`config.mk`:
```
export PLATFORM = sky130hd
export DESIGN_NAME = psx_adpcm_frame_decoder_unit
export DESIGN_NICKNAME = d
export VERILOG_FILES = /design/src/rtl/core/psxad_pkg.sv /design/src/rtl/core/psxad_ctrl.sv /design/src/rtl/core/psxad_dp.sv /design/src/rtl/core/psx_adpcm_frame_decoder_unit.sv
export SDC_FILE = /design/constraint.sdc
export NUM_CORES = 2
export LEC_CHECK = 0
export BUFFER_PORTS_ARGS = -buffer_cell sky130_fd_sc_hd__buf_2
export CAP_MARGIN = 20
export CELL_PAD_IN_SITES_DETAIL_PLACEMENT = 1
export CELL_PAD_IN_SITES_GLOBAL_PLACEMENT = 2
export CORE_UTILIZATION = 35
export CTS_CLUSTER_DIAMETER = 120
export CTS_CLUSTER_SIZE = 28
export DETAILED_ROUTE_END_ITERATION = 16
export PLACE_DENSITY = 0.75
export RECOVER_POWER = 25
export SLEW_MARGIN = 20
export SYNTH_ARGS = -nofsm -noshare
export SYNTH_HDL_FRONTEND = slang
export SYNTH_SLANG_ARGS = --single-unit
```
`constraint.sdc`:
```
create_clock -name clk -period 8.2 [get_ports clk]
set_input_delay 0.82 -clock clk [delete_from_list [all_inputs] [get_ports clk]]
set_output_delay 0.82 -clock clk [all_outputs]
set_load 0.01 [all_outputs]
```
`src/rtl/core/psxad_pkg.sv`:
```
// ----------------------------------------------------------------------------
// psxad_pkg
// Shared constants, types and coefficient tables for the ADPCM frame decoder.
// ----------------------------------------------------------------------------
package psxad_pkg;

  localparam int FRAME_BYTES        = 16;
  localparam int POS_W              = 4;
  localparam int HIST_W             = 40;
  localparam int COEF_W             = 8;
  localparam int PROD_W             = HIST_W + COEF_W;
  localparam int SUM_W              = PROD_W + 1;
  localparam int PRED_SHIFT         = 6;
  localparam int SAMPLE_W           = 16;
  localparam int NIB_W              = 4;
  localparam int BYTE_W             = 8;
  localparam int MAX_CHANNELS_DEF   = 2;
  localparam int FRAC_BITS_DEF      = 16;

  localparam logic [BYTE_W-1:0] FLAGS_END = 8'd7;

  typedef struct packed {
    logic latch;
    logic step;
    logic mul;
    logic acc;
    logic nib_sel;
    logic emit_data;
    logic emit_end;
  } cmd_t;

  typedef struct packed {
    logic is_header;
    logic is_flags;
    logic end_flag;
    logic ended;
    logic out_free;
  } status_t;

  function automatic logic signed [COEF_W-1:0] coef_k0(input logic [NIB_W-1:0] f);
    logic signed [COEF_W-1:0] k;
    case (f)
      4'd1:    k = 8'sd60;
      4'd2:    k = 8'sd115;
      4'd3:    k = 8'sd98;
      4'd4:    k = 8'sd122;
      default: k = 8'sd0;
    endcase
    return k;
  endfunction

  function automatic logic signed [COEF_W-1:0] coef_k1(input logic [NIB_W-1:0] f);
    logic signed [COEF_W-1:0] k;
    case (f)
      4'd2:    k = -8'sd52;
      4'd3:    k = -8'sd55;
      4'd4:    k = -8'sd60;
      default: k = 8'sd0;
    endcase
    return k;
  endfunction

endpackage

```
`src/rtl/core/psxad_ctrl.sv`:
```
// ----------------------------------------------------------------------------
// psxad_ctrl
// Sequencer: takes one item, classifies it, runs the two nibble decodes of a
// data byte and hands the result, or an end marker, to the output register.
// ----------------------------------------------------------------------------
module psxad_ctrl (
  input  logic               clk,
  input  logic               rst_n,
  input  logic               in_tvalid,
  output logic               in_tready,
  input  psxad_pkg::status_t st,
  output psxad_pkg::cmd_t    cmd
);

  localparam logic [2:0] S_IDLE = 3'd0;
  localparam logic [2:0] S_STEP = 3'd1;
  localparam logic [2:0] S_MUL0 = 3'd2;
  localparam logic [2:0] S_ACC0 = 3'd3;
  localparam logic [2:0] S_MUL1 = 3'd4;
  localparam logic [2:0] S_ACC1 = 3'd5;
  localparam logic [2:0] S_EMTD = 3'd6;
  localparam logic [2:0] S_EMTE = 3'd7;

  logic [2:0] state_r;
  logic [2:0] state_nxt;

  assign in_tready = (state_r == S_IDLE);

  always_comb begin
    state_nxt = state_r;
    cmd       = '0;
    case (state_r)
      S_IDLE: begin
        if (in_tvalid) begin
          cmd.latch = 1'b1;
          state_nxt = S_STEP;
        end
      end
      S_STEP: begin
        cmd.step = 1'b1;
        if (st.is_header) begin
          state_nxt = S_IDLE;
        end else if (st.is_flags) begin
          state_nxt = st.end_flag ? S_EMTE : S_IDLE;
        end else if (st.ended) begin
          state_nxt = S_IDLE;
        end else begin
          state_nxt = S_MUL0;
        end
      end
      S_MUL0: begin
        cmd.mul   = 1'b1;
        state_nxt = S_ACC0;
      end
      S_ACC0: begin
        cmd.acc   = 1'b1;
        state_nxt = S_MUL1;
      end
      S_MUL1: begin
        cmd.mul     = 1'b1;
        cmd.nib_sel = 1'b1;
        state_nxt   = S_ACC1;
      end
      S_ACC1: begin
        cmd.acc     = 1'b1;
        cmd.nib_sel = 1'b1;
        state_nxt   = S_EMTD;
      end
      S_EMTD: begin
        if (st.out_free) begin
          cmd.emit_data = 1'b1;
          state_nxt     = S_IDLE;
        end
      end
      S_EMTE: begin
        if (st.out_free) begin
          cmd.emit_end = 1'b1;
          state_nxt    = S_IDLE;
        end
      end
      default: begin
        state_nxt = S_IDLE;
      end
    endcase
  end

  always_ff @(posedge clk) begin
    if (!rst_n) begin
      state_r <= S_IDLE;
    end else begin
      state_r <= state_nxt;
    end
  end

endmodule

```
`src/rtl/core/psxad_dp.sv`:
```
// ----------------------------------------------------------------------------
// psxad_dp
// Datapath: per-channel frame state, prediction filter, history update,
// output rounding and the output register.
// ----------------------------------------------------------------------------
module psxad_dp #(
  parameter int MAX_CHANNELS          = psxad_pkg::MAX_CHANNELS_DEF,
  parameter int HISTORY_FRACTION_BITS = psxad_pkg::FRAC_BITS_DEF
) (
  input  logic               clk,
  input  logic               rst_n,
  input  psxad_pkg::cmd_t    cmd,
  output psxad_pkg::status_t st,
  input  logic [7:0]         in_tdata,
  input  logic [1:0]         in_tuser,
  input  logic               cfg_valid,
  input  logic [0:0]         cfg_data,
  output logic               out_tvalid,
  input  logic               out_tready,
  output logic [31:0]        out_tdata,
  output logic [0:0]         out_tuser,
  output logic               out_tlast
);

  localparam int HW  = psxad_pkg::HIST_W;
  localparam int F   = HISTORY_FRACTION_BITS;
  localparam int SW  = psxad_pkg::SAMPLE_W;
  localparam logic [HW:0] ROUND_HALF = (HW+1)'(1) << (F - 1);
  localparam logic [HW:0] FRAC_MASK  = ((HW+1)'(1) << F) - (HW+1)'(1);

  logic                                stereo_r;
  logic [psxad_pkg::BYTE_W-1:0]        byte_r;
  logic                                ch_r;
  logic                                restart_r;

  logic signed [HW-1:0]                hist_rec_r [MAX_CHANNELS];
  logic signed [HW-1:0]                hist_old_r [MAX_CHANNELS];
  logic [psxad_pkg::POS_W-1:0]         pos_r      [MAX_CHANNELS];
  logic [psxad_pkg::NIB_W-1:0]         shift_r    [MAX_CHANNELS];
  logic [psxad_pkg::NIB_W-1:0]         filt_r     [MAX_CHANNELS];
  logic                                ended_r    [MAX_CHANNELS];

  logic signed [psxad_pkg::PROD_W-1:0] prod0_r;
  logic signed [psxad_pkg::PROD_W-1:0] prod1_r;

  logic                                out_tvalid_r;
  logic [31:0]                         out_tdata_r;
  logic                                out_tuser_r;
  logic                                out_tlast_r;

  logic [psxad_pkg::POS_W-1:0]         pos_eff;
  logic                                ended_eff;
  logic [psxad_pkg::POS_W-1:0]         pos_nxt;
  logic                                ended_nxt;
  logic signed [psxad_pkg::COEF_W-1:0] k0;
  logic signed [psxad_pkg::COEF_W-1:0] k1;
  logic signed [psxad_pkg::PROD_W-1:0] prod0;
  logic signed [psxad_pkg::PROD_W-1:0] prod1;
  logic signed [psxad_pkg::SUM_W-1:0]  sum;
  logic [HW-1:0]                       pred;
  logic [psxad_pkg::NIB_W-1:0]         nib;
  logic signed [SW-1:0]                raw;
  logic [HW-1:0]                       raw_scaled;
  logic signed [HW-1:0]                hist_nxt;
  logic [SW-1:0]                       q_first;
  logic [SW-1:0]                       q_second;

  function automatic logic [SW-1:0] round_out(input logic signed [HW-1:0] h);
    logic signed [HW:0] t;
    logic signed [HW:0] fl;
    logic               adj;
    t   = $signed({h[HW-1], h}) + $signed(ROUND_HALF);
    fl  = t >>> F;
    adj = t[HW] & (|(t & FRAC_MASK));
    return fl[SW-1:0] + {{(SW-1){1'b0}}, adj};
  endfunction

  // restart acts before the byte is used
  assign pos_eff   = restart_r ? '0 : pos_r[ch_r];
  assign ended_eff = restart_r ? 1'b0 : ended_r[ch_r];

  assign st.is_header = (pos_eff == '0);
  assign st.is_flags  = (pos_eff == psxad_pkg::POS_W'(1));
  assign st.end_flag  = (byte_r == psxad_pkg::FLAGS_END);
  assign st.ended     = ended_eff;
  assign st.out_free  = !out_tvalid_r || out_tready;

  always_comb begin
    ended_nxt = ended_eff;
    if (st.is_header) begin
      ended_nxt = 1'b0;
    end else if (st.is_flags && st.end_flag) begin
      ended_nxt = 1'b1;
    end
    if (pos_eff == psxad_pkg::POS_W'(psxad_pkg::FRAME_BYTES - 1)) begin
      pos_nxt = '0;
    end else begin
      pos_nxt = pos_eff + psxad_pkg::POS_W'(1);
    end
  end

  // prediction products
  assign k0    = psxad_pkg::coef_k0(filt_r[ch_r]);
  assign k1    = psxad_pkg::coef_k1(filt_r[ch_r]);
  assign prod0 = hist_rec_r[ch_r] * k0;
  assign prod1 = hist_old_r[ch_r] * k1;

  // accumulate, floor shift, add scaled nibble, wrap to history width
  assign sum        = prod0_r + prod1_r;
  assign pred       = sum[HW+psxad_pkg::PRED_SHIFT-1:psxad_pkg::PRED_SHIFT];
  assign nib        = cmd.nib_sel ? byte_r[7:4] : byte_r[3:0];
  assign raw        = $signed({nib, 12'b0}) >>> shift_r[ch_r];
  assign raw_scaled = {{(HW-SW){raw[SW-1]}}, raw} << F;
  assign hist_nxt   = $signed(raw_scaled + pred);

  assign q_first  = round_out(hist_old_r[ch_r]);
  assign q_second = round_out(hist_rec_r[ch_r]);

  always_ff @(posedge clk) begin
    if (!rst_n) begin
      stereo_r <= 1'b0;
    end else if (cfg_valid) begin
      stereo_r <= cfg_data[0];
    end
  end

  always_ff @(posedge clk) begin
    if (cmd.latch) begin
      byte_r    <= in_tdata;
      restart_r <= in_tuser[1];
      ch_r      <= (stereo_r && MAX_CHANNELS > 1) ? in_tuser[0] : 1'b0;
    end
    if (cmd.mul) begin
      prod0_r <= prod0;
      prod1_r <= prod1;
    end
  end

  always_ff @(posedge clk) begin
    if (!rst_n) begin
      for (int i = 0; i < MAX_CHANNELS; i++) begin
        hist_rec_r[i] <= '0;
        hist_old_r[i] <= '0;
        pos_r[i]      <= '0;
        shift_r[i]    <= '0;
        filt_r[i]     <= '0;
        ended_r[i]    <= 1'b0;
      end
    end else begin
      if (cmd.step) begin
        pos_r[ch_r]   <= pos_nxt;
        ended_r[ch_r] <= ended_nxt;
        if (restart_r) begin
          hist_rec_r[ch_r] <= '0;
          hist_old_r[ch_r] <= '0;
        end
        if (st.is_header) begin
          filt_r[ch_r]  <= byte_r[7:4];
          shift_r[ch_r] <= byte_r[3:0];
        end
      end
      if (cmd.acc) begin
        hist_old_r[ch_r] <= hist_rec_r[ch_r];
        hist_rec_r[ch_r] <= hist_nxt;
      end
    end
  end

  always_ff @(posedge clk) begin
    if (!rst_n) begin
      out_tvalid_r <= 1'b0;
    end else if (cmd.emit_data || cmd.emit_end) begin
      out_tvalid_r <= 1'b1;
    end else if (out_tready) begin
      out_tvalid_r <= 1'b0;
    end
  end

  always_ff @(posedge clk) begin
    if (cmd.emit_data) begin
      out_tdata_r <= {q_second, q_first};
      out_tuser_r <= ch_r;
      out_tlast_r <= 1'b0;
    end else if (cmd.emit_end) begin
      out_tdata_r <= '0;
      out_tuser_r <= ch_r;
      out_tlast_r <= 1'b1;
    end
  end

  assign out_tvalid   = out_tvalid_r;
  assign out_tdata    = out_tdata_r;
  assign out_tuser[0] = out_tuser_r;
  assign out_tlast    = out_tlast_r;

endmodule

```
`src/rtl/core/psx_adpcm_frame_decoder_unit.sv`:
```
// ----------------------------------------------------------------------------
// psx_adpcm_frame_decoder_unit
// ADPCM frame decoder, one frame byte per input item.
// ----------------------------------------------------------------------------
// Input channel (in_*): one raw frame byte per item, with its channel and a
// restart flag in tuser. Output channel (out_*): two decoded 16-bit samples
// per data byte, or an end marker (tlast) with zero samples when a frame's
// flags byte is 7. Header, non-end flags and bytes after an end give nothing.
// cfg_*: stereo_mode write, always ready; write it only with no item in work.
// Sequence: a header or flags byte passes the step state and frees the block;
// an end marker passes the step state, then loads the output register, and
// the next item is taken in the following cycle; a data byte passes the step
// state, then the two dependent prediction steps (multiply, then accumulate)
// run for each nibble in turn on one filter before the output register loads.
// One item is in work at a time. The result sits in an output register, so
// the next item is taken while it waits; a stalled receiver only holds the
// block when the next result is ready to load.
// Reset (rst_n low, synchronous): history, frame position, shift, filter,
// end marks and stereo_mode are cleared, the output register is emptied.
// ----------------------------------------------------------------------------
module psx_adpcm_frame_decoder_unit #(
  parameter int MAX_CHANNELS          = psxad_pkg::MAX_CHANNELS_DEF,
  parameter int HISTORY_FRACTION_BITS = psxad_pkg::FRAC_BITS_DEF
) (
  input  logic        clk,
  input  logic        rst_n,
  input  logic        in_tvalid,
  output logic        in_tready,
  input  logic [7:0]  in_tdata,    // [7:0] frame_byte
  input  logic [1:0]  in_tuser,    // [0] channel, [1] restart
  input  logic        cfg_valid,
  output logic        cfg_ready,
  input  logic [0:0]  cfg_data,    // [0] stereo_mode
  output logic        out_tvalid,
  input  logic        out_tready,
  output logic [31:0] out_tdata,   // [15:0] first_sample, [31:16] second_sample
  output logic [0:0]  out_tuser,   // [0] out_channel
  output logic        out_tlast    // stream_end
);

  psxad_pkg::cmd_t    cmd;
  psxad_pkg::status_t st;

  assign cfg_ready = 1'b1;

  psxad_ctrl u_ctrl (
    .clk       (clk),
    .rst_n     (rst_n),
    .in_tvalid (in_tvalid),
    .in_tready (in_tready),
    .st        (st),
    .cmd       (cmd)
  );

  psxad_dp #(
    .MAX_CHANNELS          (MAX_CHANNELS),
    .HISTORY_FRACTION_BITS (HISTORY_FRACTION_BITS)
  ) u_dp (
    .clk        (clk),
    .rst_n      (rst_n),
    .cmd        (cmd),
    .st         (st),
    .in_tdata   (in_tdata),
    .in_tuser   (in_tuser),
    .cfg_valid  (cfg_valid),
    .cfg_data   (cfg_data),
    .out_tvalid (out_tvalid),
    .out_tready (out_tready),
    .out_tdata  (out_tdata),
    .out_tuser  (out_tuser),
    .out_tlast  (out_tlast)
  );

endmodule
```
* Word-level counts from Yosys, hierarchy flattened
Memories as Yosys holds them, arrays and structs flattened. A register that Yosys moved wholly into a read port is not among the register bits.
Index checks and enable logic that the tools add are counted.
** Operators by class
- Add/sub/neg operators :: 7
- $mul :: 2
- Equal/unequal tests :: 16
- Shifts and indexed selects :: 1
- Muxes and demuxes :: 77
- Bitwise gates (word level) :: 4
- Reduce and logical (&&, ||, !) cells :: 21
** Operators by type and width (count)
- $mux W40 :: 4
- $mul A40 B8 Y46 :: 2
- $add A40 B17 Y41 const B :: 2
- $reduce_or A40 Y1 :: 2
- $mux W32 :: 2
- $mux W1 :: 56
- $add A46 B46 Y46 :: 1
- $add A40 B40 Y40 :: 1
- $add A16 B1 Y16 :: 2
- $reduce_or A16 Y1 :: 2
- $pmux W7 S4 :: 1
- $mux W4 :: 6
- $pmux W8 S3 :: 1
- $pmux W3 S7 :: 1
- $sshr A16 B4 Y16 :: 1
- $mux W3 :: 5
- $eq A3 B3 Y1 const B :: 4
- $reduce_or A4 Y1 :: 3
- $eq A4 B1 Y1 const B :: 2
- $eq A4 B2 Y1 const B :: 2
- $eq A8 B3 Y1 const B :: 1
- $reduce_or A2 Y1 :: 4
- $eq A3 B2 Y1 const B :: 2
- $add A4 B1 Y4 const B :: 1
- 16 further kinds :: 20
** Word-level totals
- Bits in registers :: 141
- Memory bits (writable) :: 186
- Bits of input ports :: 16
- Output and inout port bits :: 37
- Word-level logic and storage cells :: 145
- Memories kept :: 6
** Memory list
- u_dp.hist_old_r :: words 2, bits a word 40, rd ports 1, clocked after memory_dff 1, write ports 2, RTL line psxad_dp.sv:37 : logic signed [HW-1:0] hist_old_r [MAX_CHANNELS];
- u_dp.hist_rec_r :: words 2, bits a word 40, rd ports 1, clocked after memory_dff 1, write ports 2, RTL line psxad_dp.sv:36 : logic signed [HW-1:0] hist_rec_r [MAX_CHANNELS];
- u_dp.filt_r :: words 2, bits a word 4, rd ports 1, clocked after memory_dff 1, write ports 2, RTL line psxad_dp.sv:40 : logic [psxad_pkg::NIB_W-1:0] filt_r [MAX_CHANNELS];
- u_dp.pos_r :: words 2, bits a word 4, rd ports 1, clocked after memory_dff 1, write ports 2, RTL line psxad_dp.sv:38 : logic [psxad_pkg::POS_W-1:0] pos_r [MAX_CHANNELS];
- u_dp.shift_r :: words 2, bits a word 4, rd ports 1, clocked after memory_dff 1, write ports 2, RTL line psxad_dp.sv:39 : logic [psxad_pkg::NIB_W-1:0] shift_r [MAX_CHANNELS];
- u_dp.ended_r :: words 2, bits a word 1, rd ports 1, clocked after memory_dff 1, write ports 2, RTL line psxad_dp.sv:41 : logic ended_r [MAX_CHANNELS];

* Logic depth before layout (Yosys ltp)
- Depth after elaboration :: 9
- Mapped depth :: 30
- Gate-level depth less buffers :: 25

* Cells and area by module
A second synthesis with hierarchy kept.
** Second synthesis, totals
- Cell total of the unflattened synthesis :: 3554
- Area total of the unflattened synthesis :: 34400.5 µm²
** Modules (own cells, without submodules)
- psxad_dp :: times used 1, cells an instance 3514, area an instance 34104.0 µm², seq. area each 9699.3 µm²
- psxad_ctrl :: times used 1, cells an instance 38, area an instance 285.3 µm², seq. area each 60.1 µm²
- psx_adpcm_frame_decoder_unit :: times used 1, cells an instance 2, area an instance 11.3 µm², seq. area each 0.0 µm²

* Least setup slack after synthesis
No wires, ideal clock.
- Path type :: reg-to-reg
- From :: register (tool-made name)
- To :: register u_dp.prod0_r[45] (netlist bit), data pin
- Library setup time :: 0.273 ns
- Arrival time :: 6.293 ns
- Data required time :: 7.927 ns
- Path slack :: 1.633 ns
- Cell stages (with the launch flop) :: 28
- Buffers on the path :: 6
- Clock period less this slack :: 6.567 ns
- Path through :: dfxtp_1 > buf_6 > buf_6 > buf_4 > buf_4 > buf_4 > o31ai_1 > nand2_1 > nor2_1 > clkbuf_1 > o21ai_0 > fa_1 > inv_1 > fa_1 > fa_1 > inv_1 > fa_1 > inv_1 > ha_1 > a21o_1 > a21o_1 > a21o_1 > a41oi_1 > a21oi_1 > nor4_1 > nor3_1 > a2111oi_0 > a211oi_1
** RTL lines
- end signal, assigned :: RTL line psxad_dp.sv:134 : prod0_r <= prod0;
- end, declared :: RTL line psxad_dp.sv:43 : logic signed [psxad_pkg::PROD_W-1:0] prod0_r;

==> impl_metrics.tcl <==
set metrics [dict create \
    layout-drive-gt1-share_pct 5.79 \
    grt_pass1_vias 27600 \
    synth_edf_count 319 \
    synthAdderAreaFrac_pct 30.5 \
    powerDensity_mw_per_mm2 224 \
    vdd.ir_drop.worst_mv 0.156 \
    period_minus_slack_ns 7.26 \
    synth_top_area_share_pct 27.6 \
    drtAntennaViolNets 0 \
    n_fill_cell 11300 \
    post-synth-top-area-cell "edfxtp_1" \
    clk_latency_ns 0.60 \
    synth_top_flop_cell "edfxtp_1" \
    synthXorXnorAreaFrac_pct 4.67 \
    hold_path.class "input pin to flip-flop" \
    grt_overflow 0 \
    worst_slack_ns 0.940 \
    ys_async_sr_fraction_pct 0 \
    post_cts_resized 0 \
    drc 0 \
    synth_area_mm2 0.0347 \
    finalHoldViolations 0 \
    initial_core_util_pct 35.3 \
    num_rows 115 \
    cap_violations 3 \
    drv_slew 144 \
    hpwl_mm 86.0 \
    synth_top_family_by_area "adder cells" \
    fin_hold_ws_ns 0.390 \
    critical_path_class "flip-flop to flip-flop" \
    cts_root_buffer "clkbuf_16" \
    arrival_ns 7.59 \
    worst_slew_pin_slew_ns 4.14 \
    crit_path_end_kind "flip-flop" \
    ys_seq_elements 328 \
    die-area_mm2 0.100 \
    finClkSkew_ns 0.0414 \
    grt_max_degree 109 \
    drt_iter0_drc 1636 \
    synth-simple-area-share_pct 14.5 \
    rsz0062_at_grt "no" \
    gp_congestion 0.860 \
    synth-compound-area-share_pct 10.7 \
    core-area_mm2 0.0983 \
    cp.required_ns 8.53 \
    die_h_um 317 \
    finalCritPeriodShare_pct 88.5 \
    yosys_warnings 0 \
    crit_path_max_fanout 108 \
    violations "capacitance limit, slew limit" \
    clk_pin_slew_ns 0.11 \
    place_ws_ns 0.925 \
    fin_setup_tns_ns 0 \
    ys_seq_area_share_pct 28.2 \
    crit_path_start_kind "flip-flop" \
    cts_tree "built" \
    die_x_um 317 \
    vias_per_cell 5.25 \
    clock_sinks 328 \
    avgSynthCellArea_um2 9.52 \
    syn_nets 4313 \
    wl_per_cell_um 21.5 \
    clockBufferDepth 3 \
    grt_usage_pct 21.8 \
    relSlewSlack_pct -176 \
    syn_inst 3642 \
    wl_mm 107 \
    io_buffers 51 \
    cts_made_buffers 22 \
    first_pass_iters 5 \
    fin_nets 4353 \
    antenna_cells 0 \
    synth_area_leaders "edfxtp_1, fa_1, ha_1, inv_1, nor2_1" \
    fmax_ghz 0.138 \
    antenna_found_initial 4 \
    h-tree-depth 1 \
    grt_pass1_wl_mm 167 \
    ys_types 88 \
    post_cts_buffers 0 \
    setup_violations 0 \
    area_delta_synth_final_pct 8.21 \
    outcome "finished, violations left" \
    num_vias 26100 \
    io_pins 53 \
    p_leak_nw 17.2 \
    muxShareOfSynthArea_pct 4.16 \
    postCtsHoldBufs 0 \
]
## final cells by class
class	instances	area [um^2]	area share, %
Multi-Input combinational cell	2662	22500	59.9
Sequential cell	328	9760	26.0
Inverter	542	2030	5.42
Tap cell	1287	1610	4.29
Timing Repair Buffer	126	803	2.14
Clock buffer	25	583	1.55
Clock inverter	13	262	0.697
## cell usage after synthesis (21+ instances only)
cell,number
nand2_1,262
clkbuf_1,84
o21ai_0,115
nand3_1,55
xor2_1,65
nor2b_1,55
nand2b_1,28
mux2i_1,94
a21o_1,80
fa_1,319
nor3_1,50
mux2_2,37
and3_1,23
edfxtp_1,319
inv_1,542
and2_1,29
o21a_1,22
or2_2,21
a21oi_1,168
a31oi_1,24
ha_1,336
o21bai_1,22
nor2_1,496
nand4_1,36
xnor2_1,120
a211oi_1,24
## critical path, cell delays in order, from the launching register on
cell and delay, ns:
dfxtp_4 0.59, buf_12 0.51, mux2i_1 0.76, a21oi_1 0.12
fa_1 0.54, inv_1 0.06, fa_1 0.53, inv_1 0.05
fa_1 0.47, inv_1 0.05, fa_1 0.47, inv_1 0.04
ha_1 0.31, a21boi_1 0.38, o311ai_1 0.17, buf_4 0.17
a21oi_1 0.39, nor4_1 0.15, buf_4 0.18, o31ai_1 0.49
a221oi_1 0.20, xnor2_1 0.17
## path summary, 6_finish.rpt
kind	cells after the start	slack [ns]	end	startpoint
min reg2reg	2	0.50	u_dp.ended_r[1]$_DFF_P_	u_dp.ended_r[1]$_DFF_P_
max reg2reg	21	0.94	u_dp.prod0_r[43]$_DFFE_PP_	flip-flop
min	1	0.39	u_dp.byte_r[2]$_DFFE_PP_	in_tdata[2]
max	21	0.94	u_dp.prod0_r[43]$_DFFE_PP_	flip-flop
## stage by stage
step                utilization (%)  instance area [um^2]  instances  power (W)
floorplan                         -                 34700       3642    0.00560
global placement               37.4                 36700       4945    0.00702
detailed placement             37.4                 36700       4945    0.00705
CTS                            38.2                 37600       4983    0.00847
global route                   38.2                 37500       4983    0.00907
finish                         38.2                 37500       4983    0.00842
## kinds of logic after synthesis
kind of cell               count (synthesis)
muxes                                    136
DFF                                      328
AOI/OAI and AO/OA                        569
and+or+nand+nor                         1116
other                                      1
adders and majority gates                655
buffers and inverters                    652
xor gates and xnor gates                 185
## flip-flops by register name, summed over array words and instances (netlist names), 2 cells and up, named ones only
name             flops
u_dp.hist_old_r     80
u_dp.hist_rec_r     80
u_dp.prod0_r        46
u_dp.prod1_r        46
u_dp.out_tdata      32
u_dp.byte_r          8
u_dp.filt_r          8
u_dp.pos_r           8
u_dp.shift_r         8
u_ctrl.state_r       3
u_dp.ended_r         2
## where the power goes
| part | internal (W) | switching, W | total (W) |
|---|---|---|---|
| Clock | 0.000606 | 0.000751 | 0.00136 |
| Sequential | 0.00212 | 0.000131 | 0.00225 |
| Combinational | 0.00176 | 0.00304 | 0.00481 |
## layout by cell type (no fill, tap or decap), types with 10 or more instances in the layout
master / instances
nand2b_1: 28
o21a_1: 22
clkbuf_16: 23
nor3_1: 50
nor4_1: 12
o21ai_0: 114
nor2b_1: 55
xor2_1: 65
ha_1: 336
nand3_1: 54
inv_1: 542
fa_1: 319
edfxtp_1: 319
nor2_1: 490
a31oi_1: 24
o21bai_1: 22
buf_4: 66
and3_1: 23
or2_2: 21
o31ai_1: 10
a21o_1: 80
buf_2: 14
and2_1: 26
mux2i_1: 94
or3_1: 15
xnor2_1: 120
clkbuf_1: 44
a211oi_1: 24
mux2_2: 37
nand2_1: 259
a21oi_1: 167
nand4_1: 36
## routing by layer
metal	global-route usage (%)	routed length, um	vias up
met4	4.62	2440	2
met1	31.4	51500	13300
met2	34.8	48400	466
li1	-	-	12300
met5	0	13	-
met3	2.77	4610	89
No activity file was read; power rests on OpenSTA's default activity.
